File: src/sv/vmcs_pkg.sv
package vmcs_pkg;

   localparam int DEF_QUEUE_DEPTH = 16;
   localparam int DEF_WORD_BITS   = 16;

   localparam int PROMPT_W   = 16;
   localparam int CSR_IDX_W  = 2;
   localparam int CSR_DATA_W = 8;
   localparam int TICKS_W    = 8;
   localparam int RST_TICKS_W = 4;

   // action codes
   localparam logic ACT_TICK = 1'b0;
   localparam logic ACT_PUSH = 1'b1;

   // register indexes
   localparam logic [CSR_IDX_W-1:0] CSR_MUTE        = 2'd0;
   localparam logic [CSR_IDX_W-1:0] CSR_START_TICKS = 2'd1;
   localparam logic [CSR_IDX_W-1:0] CSR_STOP_TICKS  = 2'd2;
   localparam logic [CSR_IDX_W-1:0] CSR_RESET_TICKS = 2'd3;

   localparam logic [TICKS_W-1:0]     RST_START_TICKS = 8'd5;
   localparam logic [TICKS_W-1:0]     RST_STOP_TICKS  = 8'd84;
   localparam logic [RST_TICKS_W-1:0] RST_RESET_TICKS = 4'd4;

   typedef struct packed {
      logic                is_push;
      logic [PROMPT_W-1:0] prompt;
      logic                busy;
   } cmd_type;

   typedef struct packed {
      logic clock_level;
      logic data_level;
      logic module_reset_level;
      logic playing;
      logic fast_tick;
      logic dropped;
   } result_type;

   typedef struct packed {
      logic push;
      logic pop;
   } pq_ctl_type;

   typedef struct packed {
      logic empty;
      logic full;
   } pq_stat_type;

endpackage

File: src/sv/vmcs_if.sv
interface vmcs_req_if import vmcs_pkg::*; ();
   logic                valid;
   logic                ready;
   logic                action;
   logic [PROMPT_W-1:0] prompt;
   logic                busy_req;

   modport source (output valid, action, prompt, busy_req, input ready);
   modport sink   (input valid, action, prompt, busy_req, output ready);
endinterface

interface vmcs_rsp_if import vmcs_pkg::*; ();
   logic valid;
   logic ready;
   logic clock_level;
   logic data_level;
   logic module_reset_level;
   logic playing;
   logic fast_tick;
   logic dropped;

   modport source (output valid, clock_level, data_level, module_reset_level, playing,
                   fast_tick, dropped, input ready);
   modport sink   (input valid, clock_level, data_level, module_reset_level, playing,
                   fast_tick, dropped, output ready);
endinterface

interface vmcs_csr_if import vmcs_pkg::*; ();
   logic                  valid;
   logic                  ready;
   logic [CSR_IDX_W-1:0]  index;
   logic [CSR_DATA_W-1:0] data;

   modport source (output valid, index, data, input ready);
   modport sink   (input valid, index, data, output ready);
endinterface

File: src/sv/vmcs_ram.sv
module vmcs_ram #(
   parameter int WIDTH = 16,
   parameter int DEPTH = 16
) (
   input  logic                     clock,
   input  logic                     wr_en,
   input  logic [$clog2(DEPTH)-1:0] wr_addr,
   input  logic [WIDTH-1:0]         wr_data,
   input  logic [$clog2(DEPTH)-1:0] rd_addr,
   output logic [WIDTH-1:0]         rd_data
);

   logic [WIDTH-1:0] mem [DEPTH];
   logic [WIDTH-1:0] rd_data_ff;

   always_ff @(posedge clock) begin
      if (wr_en) begin
         mem[wr_addr] <= wr_data;
      end
      rd_data_ff <= mem[rd_addr];
   end

   assign rd_data = rd_data_ff;

endmodule

File: src/sv/vmcs_front.sv
module vmcs_front import vmcs_pkg::*; (
   input  logic         clock,
   input  logic         reset,
   vmcs_req_if.sink     req_ch,
   output logic         cmd_valid,
   input  logic         cmd_ready,
   output cmd_type      cmd
);

   cmd_type    slot_ff [2];
   logic       wr_ptr_ff, wr_ptr_in;
   logic       rd_ptr_ff, rd_ptr_in;
   logic [1:0] cnt_ff, cnt_in;
   logic       take, give;
   cmd_type    decoded;

   assign req_ch.ready = (cnt_ff != 2'd2);
   assign take         = req_ch.valid && req_ch.ready;
   assign cmd_valid    = (cnt_ff != 2'd0);
   assign give         = cmd_valid && cmd_ready;
   assign cmd          = slot_ff[rd_ptr_ff];

   // classify: keep the prompt only for pushes, the busy level only for ticks
   always_comb begin
      decoded.is_push = (req_ch.action == ACT_PUSH);
      decoded.prompt  = decoded.is_push ? req_ch.prompt : '0;
      decoded.busy    = decoded.is_push ? 1'b0 : req_ch.busy_req;
   end

   always_comb begin
      wr_ptr_in = take ? ~wr_ptr_ff : wr_ptr_ff;
      rd_ptr_in = give ? ~rd_ptr_ff : rd_ptr_ff;
      cnt_in    = cnt_ff + {1'b0, take} - {1'b0, give};
   end

   always_ff @(posedge clock) begin
      if (reset) begin
         wr_ptr_ff <= 1'b0;
         rd_ptr_ff <= 1'b0;
         cnt_ff    <= 2'd0;
      end else begin
         wr_ptr_ff <= wr_ptr_in;
         rd_ptr_ff <= rd_ptr_in;
         cnt_ff    <= cnt_in;
      end
   end

   always_ff @(posedge clock) begin
      if (take) begin
         slot_ff[wr_ptr_ff] <= decoded;
      end
   end

endmodule

File: src/sv/vmcs_pqueue.sv
module vmcs_pqueue import vmcs_pkg::*; #(
   parameter int DEPTH = DEF_QUEUE_DEPTH,
   parameter int WIDTH = DEF_WORD_BITS
) (
   input  logic             clock,
   input  logic             reset,
   input  pq_ctl_type       ctl,
   input  logic [WIDTH-1:0] push_data,
   output pq_stat_type      stat,
   output logic [WIDTH-1:0] head
);

   localparam int AW = $clog2(DEPTH);
   localparam int CW = $clog2(DEPTH + 1);
   localparam logic [AW-1:0] LAST = AW'(DEPTH - 1);

   logic [AW-1:0]    wr_ptr_ff, wr_ptr_in;
   logic [AW-1:0]    rd_ptr_ff, rd_ptr_in;
   logic [CW-1:0]    count_ff, count_in;
   logic             hit_ff, hit_in;
   logic [WIDTH-1:0] byp_ff;
   logic [WIDTH-1:0] rd_data;

   always_comb begin
      wr_ptr_in = wr_ptr_ff;
      rd_ptr_in = rd_ptr_ff;
      if (ctl.push) begin
         wr_ptr_in = (wr_ptr_ff == LAST) ? '0 : wr_ptr_ff + 1'b1;
      end
      if (ctl.pop) begin
         rd_ptr_in = (rd_ptr_ff == LAST) ? '0 : rd_ptr_ff + 1'b1;
      end
      count_in = count_ff + CW'(ctl.push) - CW'(ctl.pop);
      // the RAM returns old data when written and read at the same edge
      hit_in   = ctl.push && (wr_ptr_ff == rd_ptr_in);
   end

   vmcs_ram #(
      .WIDTH (WIDTH),
      .DEPTH (DEPTH)
   ) u_ram (
      .clock   (clock),
      .wr_en   (ctl.push),
      .wr_addr (wr_ptr_ff),
      .wr_data (push_data),
      .rd_addr (rd_ptr_in),
      .rd_data (rd_data)
   );

   always_ff @(posedge clock) begin
      if (reset) begin
         wr_ptr_ff <= '0;
         rd_ptr_ff <= '0;
         count_ff  <= '0;
         hit_ff    <= 1'b0;
      end else begin
         wr_ptr_ff <= wr_ptr_in;
         rd_ptr_ff <= rd_ptr_in;
         count_ff  <= count_in;
         hit_ff    <= hit_in;
      end
   end

   always_ff @(posedge clock) begin
      byp_ff <= push_data;
   end

   assign head       = hit_ff ? byp_ff : rd_data;
   assign stat.empty = (count_ff == '0);
   assign stat.full  = (count_ff == CW'(DEPTH));

endmodule

File: src/sv/vmcs_back.sv
module vmcs_back import vmcs_pkg::*; #(
   parameter int WORD_BITS = DEF_WORD_BITS
) (
   input  logic                 clock,
   input  logic                 reset,
   input  logic                 cmd_valid,
   output logic                 cmd_ready,
   input  cmd_type              cmd,
   output pq_ctl_type           pq_ctl,
   output logic [WORD_BITS-1:0] pq_push_data,
   input  pq_stat_type          pq_stat,
   input  logic [WORD_BITS-1:0] pq_head,
   vmcs_csr_if.sink             csr_ch,
   vmcs_rsp_if.source           rsp_ch
);

   localparam int BW = $clog2(WORD_BITS + 1);
   localparam logic [BW-1:0] BITS_LAST = BW'(WORD_BITS);

   localparam logic [2:0] PH_RESET     = 3'd0;
   localparam logic [2:0] PH_RESETWAIT = 3'd1;
   localparam logic [2:0] PH_PAUSE     = 3'd2;
   localparam logic [2:0] PH_START     = 3'd3;
   localparam logic [2:0] PH_DATA      = 3'd4;
   localparam logic [2:0] PH_STOP      = 3'd5;

   logic                   mute_ff, mute_in;
   logic [TICKS_W-1:0]     start_ticks_ff, start_ticks_in;
   logic [TICKS_W-1:0]     stop_ticks_ff, stop_ticks_in;
   logic [RST_TICKS_W-1:0] reset_ticks_ff, reset_ticks_in;

   logic [2:0]             phase_ff, phase_in;
   logic [WORD_BITS-1:0]   shift_ff, shift_in;
   logic [BW-1:0]          bits_ff, bits_in;
   logic [TICKS_W-1:0]     cd_ff, cd_in;
   logic [RST_TICKS_W-1:0] rc_ff, rc_in;
   logic                   clk_ff, clk_in;
   logic                   dat_ff, dat_in;
   logic                   mr_ff, mr_in;
   logic                   fast_ff, fast_in;
   logic                   active_ff, active_in;

   logic                   rsp_valid_ff, rsp_valid_in;
   result_type             rsp_data_ff, rsp_data_in;

   logic                   fire;
   logic                   csr_fire;

   assign cmd_ready    = !rsp_valid_ff || rsp_ch.ready;
   assign fire         = cmd_valid && cmd_ready;
   assign csr_ch.ready = 1'b1;
   assign csr_fire     = csr_ch.valid;
   assign pq_push_data = WORD_BITS'(cmd.prompt);

   always_comb begin
      logic                 run;
      logic [2:0]           ph_v;
      logic [TICKS_W-1:0]   cd_v;
      logic [TICKS_W-1:0]   cd_d;
      logic [BW-1:0]        bits_v;
      logic                 dropped_v;

      run       = 1'b0;
      ph_v      = phase_ff;
      cd_v      = cd_ff;
      cd_d      = '0;
      bits_v    = bits_ff;
      dropped_v = 1'b0;

      mute_in        = mute_ff;
      start_ticks_in = start_ticks_ff;
      stop_ticks_in  = stop_ticks_ff;
      reset_ticks_in = reset_ticks_ff;
      phase_in       = phase_ff;
      shift_in       = shift_ff;
      bits_in        = bits_ff;
      cd_in          = cd_ff;
      rc_in          = rc_ff;
      clk_in         = clk_ff;
      dat_in         = dat_ff;
      mr_in          = mr_ff;
      fast_in        = fast_ff;
      active_in      = active_ff;
      pq_ctl.push    = 1'b0;
      pq_ctl.pop     = 1'b0;

      if (fire) begin
         if (cmd.is_push) begin
            if (!mute_ff) begin
               if (pq_stat.full) begin
                  dropped_v = 1'b1;
               end else begin
                  pq_ctl.push = 1'b1;
                  active_in   = 1'b1;
               end
            end
         end else if (active_ff) begin
            run = 1'b1;
            if (phase_ff == PH_PAUSE) begin
               if (pq_stat.empty) begin
                  // nothing queued: go quiet until the next push
                  active_in = 1'b0;
                  run       = 1'b0;
               end else begin
                  shift_in   = pq_head;
                  pq_ctl.pop = 1'b1;
                  cd_v       = start_ticks_ff;
                  ph_v       = PH_START;
               end
            end
         end

         if (run) begin
            phase_in = ph_v;
            unique case (ph_v)
               PH_START: begin
                  clk_in = 1'b0;
                  cd_d   = (cd_v != '0) ? cd_v - 1'b1 : '0;
                  cd_in  = cd_d;
                  if (cd_d == '0) begin
                     phase_in = PH_DATA;
                  end
               end
               PH_DATA: begin
                  if (!clk_ff) begin
                     dat_in   = shift_ff[WORD_BITS-1];
                     shift_in = {shift_ff[WORD_BITS-2:0], 1'b0};
                     bits_v   = bits_ff + 1'b1;
                     clk_in   = 1'b1;
                  end else begin
                     clk_in = 1'b0;
                     dat_in = 1'b0;
                  end
                  if (bits_v >= BITS_LAST) begin
                     bits_in  = '0;
                     cd_in    = stop_ticks_ff;
                     phase_in = PH_STOP;
                  end else begin
                     bits_in = bits_v;
                  end
               end
               PH_STOP: begin
                  dat_in = 1'b0;
                  clk_in = 1'b1;
                  cd_d   = (cd_v != '0) ? cd_v - 1'b1 : '0;
                  cd_in  = cd_d;
                  if (cd_d == '0 && !cmd.busy) begin
                     phase_in = PH_PAUSE;
                  end
               end
               PH_RESET: begin
                  if (rc_ff != '0) begin
                     mr_in  = 1'b0;
                     dat_in = 1'b0;
                     clk_in = 1'b1;
                     rc_in  = rc_ff - 1'b1;
                  end else begin
                     phase_in = PH_RESETWAIT;
                  end
               end
               PH_RESETWAIT: begin
                  mr_in = 1'b1;
                  if (!cmd.busy) begin
                     phase_in = PH_PAUSE;
                     fast_in  = 1'b1;
                  end
               end
               default: begin
                  phase_in = PH_PAUSE;
               end
            endcase
         end
      end

      rsp_data_in.clock_level        = clk_in;
      rsp_data_in.data_level         = dat_in;
      rsp_data_in.module_reset_level = mr_in;
      rsp_data_in.playing            = active_in;
      rsp_data_in.fast_tick          = fast_in;
      rsp_data_in.dropped            = dropped_v;

      if (fire) begin
         rsp_valid_in = 1'b1;
      end else if (rsp_ch.ready) begin
         rsp_valid_in = 1'b0;
      end else begin
         rsp_valid_in = rsp_valid_ff;
      end

      // register writes must arrive only while idle; the block itself does not enforce this
      if (csr_fire) begin
         unique case (csr_ch.index)
            CSR_MUTE:        mute_in        = csr_ch.data[0];
            CSR_START_TICKS: start_ticks_in = csr_ch.data[TICKS_W-1:0];
            CSR_STOP_TICKS:  stop_ticks_in  = csr_ch.data[TICKS_W-1:0];
            CSR_RESET_TICKS: begin
               reset_ticks_in = csr_ch.data[RST_TICKS_W-1:0];
               if (phase_ff == PH_RESET) begin
                  rc_in = csr_ch.data[RST_TICKS_W-1:0];
               end
            end
         endcase
      end
   end

   always_ff @(posedge clock) begin
      if (reset) begin
         mute_ff        <= 1'b0;
         start_ticks_ff <= RST_START_TICKS;
         stop_ticks_ff  <= RST_STOP_TICKS;
         reset_ticks_ff <= RST_RESET_TICKS;
         phase_ff       <= PH_RESET;
         shift_ff       <= '0;
         bits_ff        <= '0;
         cd_ff          <= RST_START_TICKS;
         rc_ff          <= RST_RESET_TICKS;
         clk_ff         <= 1'b0;
         dat_ff         <= 1'b0;
         mr_ff          <= 1'b1;
         fast_ff        <= 1'b0;
         active_ff      <= 1'b1;
         rsp_valid_ff   <= 1'b0;
      end else begin
         mute_ff        <= mute_in;
         start_ticks_ff <= start_ticks_in;
         stop_ticks_ff  <= stop_ticks_in;
         reset_ticks_ff <= reset_ticks_in;
         phase_ff       <= phase_in;
         shift_ff       <= shift_in;
         bits_ff        <= bits_in;
         cd_ff          <= cd_in;
         rc_ff          <= rc_in;
         clk_ff         <= clk_in;
         dat_ff         <= dat_in;
         mr_ff          <= mr_in;
         fast_ff        <= fast_in;
         active_ff      <= active_in;
         rsp_valid_ff   <= rsp_valid_in;
      end
   end

   always_ff @(posedge clock) begin
      if (fire) begin
         rsp_data_ff <= rsp_data_in;
      end
   end

   assign rsp_ch.valid              = rsp_valid_ff;
   assign rsp_ch.clock_level        = rsp_data_ff.clock_level;
   assign rsp_ch.data_level         = rsp_data_ff.data_level;
   assign rsp_ch.module_reset_level = rsp_data_ff.module_reset_level;
   assign rsp_ch.playing            = rsp_data_ff.playing;
   assign rsp_ch.fast_tick          = rsp_data_ff.fast_tick;
   assign rsp_ch.dropped            = rsp_data_ff.dropped;

endmodule

File: src/sv/voice_module_command_sender.sv
// Channel   Dir  Handshake        Carries
// req_ch    in   valid / ready    action, prompt, busy_req
// rsp_ch    out  valid / ready    clock_level, data_level, module_reset_level,
//                                 playing, fast_tick, dropped
// csr_ch    in   valid / ready    index, data (register write, always ready)
//
// One item per clock sustained while rsp_ready is high, tick or push alike;
// an item waits in a front queue slot, and its result in the result register.
// The back end does each item's whole state update as it takes it; the prompt
// queue RAM is read at the next read pointer, with a bypass for a word just written.
// Reset is synchronous and needs no clearing pass over the prompt RAM.
// A two-entry queue after the input lets up to two items wait while rsp_ready
// is low; req_ready drops only when both entries are taken.
module voice_module_command_sender import vmcs_pkg::*; #(
   parameter int QUEUE_DEPTH = DEF_QUEUE_DEPTH,
   parameter int WORD_BITS   = DEF_WORD_BITS
) (
   input  logic        clock,
   input  logic        reset,
   vmcs_req_if.sink    req_ch,
   vmcs_rsp_if.source  rsp_ch,
   vmcs_csr_if.sink    csr_ch
);

   logic                 cmd_valid;
   logic                 cmd_ready;
   cmd_type              cmd;
   pq_ctl_type           pq_ctl;
   pq_stat_type          pq_stat;
   logic [WORD_BITS-1:0] pq_push_data;
   logic [WORD_BITS-1:0] pq_head;

   vmcs_front u_front (
      .clock     (clock),
      .reset     (reset),
      .req_ch    (req_ch),
      .cmd_valid (cmd_valid),
      .cmd_ready (cmd_ready),
      .cmd       (cmd)
   );

   vmcs_pqueue #(
      .DEPTH (QUEUE_DEPTH),
      .WIDTH (WORD_BITS)
   ) u_pqueue (
      .clock     (clock),
      .reset     (reset),
      .ctl       (pq_ctl),
      .push_data (pq_push_data),
      .stat      (pq_stat),
      .head      (pq_head)
   );

   vmcs_back #(
      .WORD_BITS (WORD_BITS)
   ) u_back (
      .clock        (clock),
      .reset        (reset),
      .cmd_valid    (cmd_valid),
      .cmd_ready    (cmd_ready),
      .cmd          (cmd),
      .pq_ctl       (pq_ctl),
      .pq_push_data (pq_push_data),
      .pq_stat      (pq_stat),
      .pq_head      (pq_head),
      .csr_ch       (csr_ch),
      .rsp_ch       (rsp_ch)
   );

`ifndef SYNTHESIS
   a_no_push_when_full: assert property (@(posedge clock) disable iff (reset)
      !(pq_ctl.push && pq_stat.full))
      else $error("prompt pushed into a full queue");

   a_no_pop_when_empty: assert property (@(posedge clock) disable iff (reset)
      !(pq_ctl.pop && pq_stat.empty))
      else $error("prompt popped from an empty queue");

   a_cmd_holds: assert property (@(posedge clock) disable iff (reset)
      cmd_valid && !cmd_ready |=> cmd_valid && $stable(cmd))
      else $error("queued item changed while the back end stalled");

   a_fast_after_reset: assert property (@(posedge clock) disable iff (reset)
      rsp_ch.valid && !rsp_ch.module_reset_level |-> !rsp_ch.fast_tick)
      else $error("fast tick raised while module held in reset");
`endif

endmodule
File: src/flat_wrapper.sv
// flat-port wrapper written by rule: the top's interface ports become plain ports
module voice_module_command_sender_flat import vmcs_pkg::*;
#(
   parameter int QUEUE_DEPTH = DEF_QUEUE_DEPTH,
   parameter int WORD_BITS   = DEF_WORD_BITS
)
  (clock, reset, req_ch_valid, req_ch_action, req_ch_prompt, req_ch_busy_req, req_ch_ready, rsp_ch_valid, rsp_ch_clock_level, rsp_ch_data_level, rsp_ch_module_reset_level, rsp_ch_playing, rsp_ch_fast_tick, rsp_ch_dropped, rsp_ch_ready, csr_ch_valid, csr_ch_index, csr_ch_data, csr_ch_ready);
  vmcs_req_if req_ch_i ();
  vmcs_rsp_if rsp_ch_i ();
  vmcs_csr_if csr_ch_i ();
  input  logic clock;
  input  logic reset;
  input wire logic [$bits(req_ch_i.valid)-1:0] req_ch_valid;
  input wire logic [$bits(req_ch_i.action)-1:0] req_ch_action;
  input wire logic [$bits(req_ch_i.prompt)-1:0] req_ch_prompt;
  input wire logic [$bits(req_ch_i.busy_req)-1:0] req_ch_busy_req;
  output wire logic [$bits(req_ch_i.ready)-1:0] req_ch_ready;
  output wire logic [$bits(rsp_ch_i.valid)-1:0] rsp_ch_valid;
  output wire logic [$bits(rsp_ch_i.clock_level)-1:0] rsp_ch_clock_level;
  output wire logic [$bits(rsp_ch_i.data_level)-1:0] rsp_ch_data_level;
  output wire logic [$bits(rsp_ch_i.module_reset_level)-1:0] rsp_ch_module_reset_level;
  output wire logic [$bits(rsp_ch_i.playing)-1:0] rsp_ch_playing;
  output wire logic [$bits(rsp_ch_i.fast_tick)-1:0] rsp_ch_fast_tick;
  output wire logic [$bits(rsp_ch_i.dropped)-1:0] rsp_ch_dropped;
  input wire logic [$bits(rsp_ch_i.ready)-1:0] rsp_ch_ready;
  input wire logic [$bits(csr_ch_i.valid)-1:0] csr_ch_valid;
  input wire logic [$bits(csr_ch_i.index)-1:0] csr_ch_index;
  input wire logic [$bits(csr_ch_i.data)-1:0] csr_ch_data;
  output wire logic [$bits(csr_ch_i.ready)-1:0] csr_ch_ready;
  assign req_ch_i.valid = req_ch_valid;
  assign req_ch_i.action = req_ch_action;
  assign req_ch_i.prompt = req_ch_prompt;
  assign req_ch_i.busy_req = req_ch_busy_req;
  assign req_ch_ready = req_ch_i.ready;
  assign rsp_ch_valid = rsp_ch_i.valid;
  assign rsp_ch_clock_level = rsp_ch_i.clock_level;
  assign rsp_ch_data_level = rsp_ch_i.data_level;
  assign rsp_ch_module_reset_level = rsp_ch_i.module_reset_level;
  assign rsp_ch_playing = rsp_ch_i.playing;
  assign rsp_ch_fast_tick = rsp_ch_i.fast_tick;
  assign rsp_ch_dropped = rsp_ch_i.dropped;
  assign rsp_ch_i.ready = rsp_ch_ready;
  assign csr_ch_i.valid = csr_ch_valid;
  assign csr_ch_i.index = csr_ch_index;
  assign csr_ch_i.data = csr_ch_data;
  assign csr_ch_ready = csr_ch_i.ready;
  voice_module_command_sender #(.QUEUE_DEPTH(QUEUE_DEPTH), .WORD_BITS(WORD_BITS)) u_core (.clock(clock), .reset(reset), .req_ch(req_ch_i), .rsp_ch(rsp_ch_i), .csr_ch(csr_ch_i));
endmodule
File: config.mk
export PLATFORM = sky130hd
export DESIGN_NAME = voice_module_command_sender_flat
export DESIGN_NICKNAME = d
export VERILOG_FILES = /design/src/sv/vmcs_pkg.sv /design/src/sv/vmcs_if.sv /design/src/sv/vmcs_ram.sv /design/src/sv/vmcs_front.sv /design/src/sv/vmcs_pqueue.sv /design/src/sv/vmcs_back.sv /design/src/sv/voice_module_command_sender.sv /design/src/flat_wrapper.sv
export SDC_FILE = /design/constraint.sdc
export NUM_CORES = 1
export LEC_CHECK = 0
export ABC_AREA = 1
export BUFFER_PORTS_ARGS = -buffer_cell sky130_fd_sc_hd__buf_2
export CORE_MARGIN = 8
export CORE_UTILIZATION = 50
export CTS_CLUSTER_DIAMETER = 100
export DETAILED_ROUTE_END_ITERATION = 6
export PLACE_DENSITY = 0.63
export SLEW_MARGIN = 10
export SYNTH_ARGS = -nofsm -noshare
export SYNTH_HDL_FRONTEND = slang
export SYNTH_HIERARCHICAL = 1
export SYNTH_SLANG_ARGS = --single-unit
File: constraint.sdc
create_clock -name clock -period 8.5 [get_ports clock]
set_input_delay 0 -clock clock [delete_from_list [all_inputs] [get_ports clock]]
set_output_delay 0 -clock clock [all_outputs]
set_load 0.02 [all_outputs]
==> results.md <==
Yosys:
- The cell type with the largest total area after synthesis is edfxtp_1.
- The mux contribution to synthesized area is 2.381%.
- Summing the areas of all and, or, nand and nor instances in the mapped netlist gives 20.45% of the synthesized area.
- The number of flops mapped to enable cells by yosys is 298.
- The predominant post-synthesis flop cell is edfxtp_1.
- The cell area that synthesis handed to floorplanning was 18,130 sq um.
- After synthesis, flip-flops and latches occupy 61.52% of the total area.
- After Yosys synthesis, full adders, half adders and majority gates account for 1.008% of the synthesized area.
- Summing the areas of all compound-gate instances in the mapped netlist gives 4.411% of the synthesized area.
- By area, the combinational part of the netlist is dominated by simple AND/OR/NAND/NOR gates.
- The average footprint of a synthesized cell is 9.730 sq um.
- The instance count of the mapped netlist is 1,863.
- The share of async-settable or async-resettable flops after synthesis is 0%.
- By area the synthesized netlist is led by edfxtp_1 (49%), dfxtp_1 (12%), nand2_1 (10%), nand3_1 (6.4%), inv_1 (6.4%).
- The count of different cell masters after synthesis is 50.
- The share of the synthesized area in the top cell type is 49.37%.
- After synthesis, the most frequently instantiated cells are nand2_1 (486), inv_1 (308), edfxtp_1 (298).
- Yosys instantiated no cell more often than nand2_1.
- The post-synthesis net count is 1,910.
- The number of storage elements in the synthesis netlist is 408.
- The synthesized netlist devotes 0.1933% of its cell area to XOR and XNOR gates.
- The total of warnings raised by yosys is 6.

Clock tree:
- In this run the post-CTS setup repair buffer count came out at 0.
- The clock insertion delay at the later pin of the skew report is 0.56 ns.
- The sink count of the clock tree is 408.
- The clock input transition at the sequential cells of the worst setup and hold paths is 0.06 ns.
- The number of gates given a new drive strength after cts is 0.
- Counting the buffers created by CTS gives 43.
- Clock tree synthesis selected as its root buffer the cell clkbuf_16.
- The clock passes through at most 3 buffers.
- The TritonCTS clock tree is built.
- The number of H-tree levels is 2.
- For this design, the CTS-stage hold fixing added 39 buffers.

Global route:
- Entering global routing, the biggest net connects 88 pins.
- The number of antenna violations at the first check in global routing is 0.
- The first global-routing pass estimated 66.50 mm of wire.
- The remaining global-route overflow is 0.
- The all-layer global routing usage is 20.13%.
- The via count of the first global-routing pass is 12,150.

Timing:
- Setup violations remaining at the end of the flow were counted as 0.
- The total negative slack is 0 ns.
- Static timing analysis puts the maximum clock frequency at 198.0 MHz.
- The hold violation count in the final report is 0.
- The headroom to the max-slew limit is 16.61%.
- Across all hold checks on the routed design, the worst slack comes to 0.2414 ns.
- The final worst setup slack is 3.449 ns.
- The final max-slew violation count is 0.
- The transition at the pin with the smallest max-transition slack is 1.246 ns.
- Setup repair after global routing left no endpoint under its margin.
- The time the worst path needs with I/O delays and setup is 5.051 ns.
- In the finished design, the share of the clock period the worst path needs comes to 59.42%.
- The worst clock skew is 0.01605 ns.

Cells and area:
- The fraction of layout cells with a size suffix above 1 is 11.48%.
- The number of antenna diodes is 0.
- The synthesis-to-finish area growth is 12.37%.
- The final cell area excluding filler cells is 20,370 sq um.
- In the final design database the tool counted 1,972 nets.

Pwr:
- The total power is 5708 uW.
- For this design the static power due to leakage is 0.008736 uW.
- Power spread over the standard cell area amounts to 280.2 nW/um^2.
- The worst IR drop on VDD is 0.2059 mV.

Routing:
- In the final routing, the length of wire on met1 measures 19.30 mm.
- The iteration-0 DRC count of the detailed router is 1,021.
- The DRC violation count after routing is 0.
- The via total after detailed routing is 12,530.
- The average wire per standard cell is 17.39 um.
- In the detailed route, the total length drawn on met3 is 2.335 mm.
- After detailed routing, the met2 layer carries 19.39 mm of wire.
- Signal routing reaches up to met4.
- The first detailed-routing pass took 5 iterations.
- The count of nets left with antenna violations once routing finished came out at 0.
- The via count normalized by instance count is 5.174.
- The routed design has 42.09 mm of wire.

Worst setup path:
- STA classifies the critical path endpoint as a register.
- The number of cells on the worst reg-to-reg path is 17.
- The type of element launching the critical path is a register.
- Data on the critical path arrives at its endpoint at 5.49 ns.
- The reg2reg setup slack is 3.45 ns.
- The required time at the worst-slack endpoint is 8.94 ns.
- The largest fanout on the critical path is 65.
- The worst setup path is of the register to register kind.
- The critical path ends at u_core/u_pqueue/u_ram/rd_data[3].
- The terminus of the critical flop-to-flop path is u_core/u_pqueue/u_ram/rd_data[3].

Job:
- Across the run, the number of max-cap violations was 0.

Die:
- The die span in x is 206.4 um.
- The standard-cell row count is 69.
- The die covers 42,600 sq um.
- During I/O placement, the number of pins put on the boundary was 42.
- The effective utilization at floorplan is 50.84%.
- Measured along the y axis, the die boundary spans 206.4 um.
- The placeable core region is 35,660 sq um.

Run status:
- The run finished with clean final reports.

Placed design:
- The half-perimeter wire length after detailed placement is 25.29 mm.
- The post-placement worst setup slack is 3.482 ns.
- Routability-driven placement finished with a final weighted congestion of 0.8469.
- The placed instance area is 18,510 sq um.
- Input and output buffers added on the ports amount to 40.

Min path:
- In this run the worst hold path is classified as input pin to register.
## cell usage in the layout (no fill, tap or decap), types with 3 or more instances in the layout
master	instances
nand4_1	4
nor3_1	5
xor2_1	3
clkbuf_16	44
clkinv_2	8
a21oi_1	41
nand3_2	3
ha_1	13
clkinv_1	8
nor2_1	76
inv_1	305
edfxtp_1	298
dlygate4sd3_1	39
nand2_1	486
o21ai_1	9
buf_4	27
nor4_1	4
o21bai_1	3
bufinv_16	6
a21oi_2	3
nand2_4	9
clkbuf_8	4
dfxtp_1	110
or2_2	3
o21ai_0	59
nand2_2	9
inv_2	14
mux2_4	13
mux2_2	21
nand3_1	232
buf_2	40
nor2_2	4
o211ai_1	3
clkbuf_1	10
a31oi_1	16
nor2_4	7
## state kept, by name (all words and copies together) (netlist names), 3 cells and up, named ones only
signal	cells
u_core/u_back/bits_ff	5
u_core/u_back/cd_ff	8
u_core/u_back/phase_ff	3
u_core/u_back/rc_ff	4
u_core/u_back/shift_ff	16
u_core/u_back/start_ticks_ff	8
u_core/u_back/stop_ticks_ff	8
u_core/u_front/slot_ff	36
u_core/u_pqueue/byp_ff	16
u_core/u_pqueue/count_ff	5
u_core/u_pqueue/rd_ptr_ff	4
u_core/u_pqueue/u_ram/mem	256
u_core/u_pqueue/u_ram/rd_data	16
u_core/u_pqueue/wr_ptr_ff	4
## through the flow
step | std cells | util, %
finish | 2421 | 57.13
global route | 2421 | 57.13
CTS | 2421 | 57.13
detailed placement | 2302 | 51.92
global placement | 2302 | 51.92
floorplan | 1863 | -
## power breakdown
part / switching, uW / internal [uW] / total, uW
Clock: 768 / 1170 / 1940
Sequential: 118 / 2490 / 2600
Combinational: 797 / 369 / 1170
## metal layers
layer	global-route usage (%)	vias to the layer above
li1	-	6139
met1	27.62	5956
met2	32.60	357
met3	2.712	75
met4	6.913	0
met5	0	-
## how the worst min path moves through the flow
stage | slack [ns] | to | cells past startpoint | startpoint
6_report | 0.24 | u_core/u_back/stop_ticks_ff[6] | 4 | csr_ch_data[6]
5_1_grt | 0.28 | u_core/u_back/start_ticks_ff[1] | 4 | csr_ch_data[1]
4_1_cts | 0.22 | u_core/u_back/rc_ff[2] | 4 | csr_ch_data[2]
3_5_place_dp | 0.24 | u_core/u_back/stop_ticks_ff[4] | 3 | csr_ch_data[4]
3_3_place_gp | 0.23 | u_core/u_back/stop_ticks_ff[4] | 3 | csr_ch_data[4]
2_1_floorplan | 0.07 | u_core/u_front/cnt_ff[0] | 1 | reset
## cell type report
type	instances	area, sq um
repair buffers	106	793.3
flip-flops and latches	408	11150
fillers	3056	15290
clock inverters	22	272.8
clock buffers	58	1194
well taps	461	576.8
multi-input cells	1042	5160
inverters	324	1221
## critical path: stages, from the launching register on
cell	delay [ns]
dfxtp_1	0.97
mux2_2	0.47
inv_2	0.07
nand2_2	0.08
nor2_4	0.15
nand2_4	0.20
nor2_1	0.66
inv_4	0.06
nand2_2	0.08
nand2_2	0.07
inv_2	0.05
buf_4	0.66
inv_2	0.41
buf_4	0.42
nand3_1	0.17
nand3_1	0.08
nand3_1	0.17
nand2_1	0.07
## cells by family (layout without fill, tap and decap cells)
group                    count (synthesis)  count (layout)
AO/OA/AOI/OAI                          142             142
buffers and inverters                  413             510
XOR/XNOR                                 4               4
AND/OR/NAND/NOR                        847             847
multiplexers                            34              34
other                                    1               1
adder cells (fa/ha/maj)                 14              14
flip-flops                             408             408
Note: power is estimated with default switching activity, not from simulation.
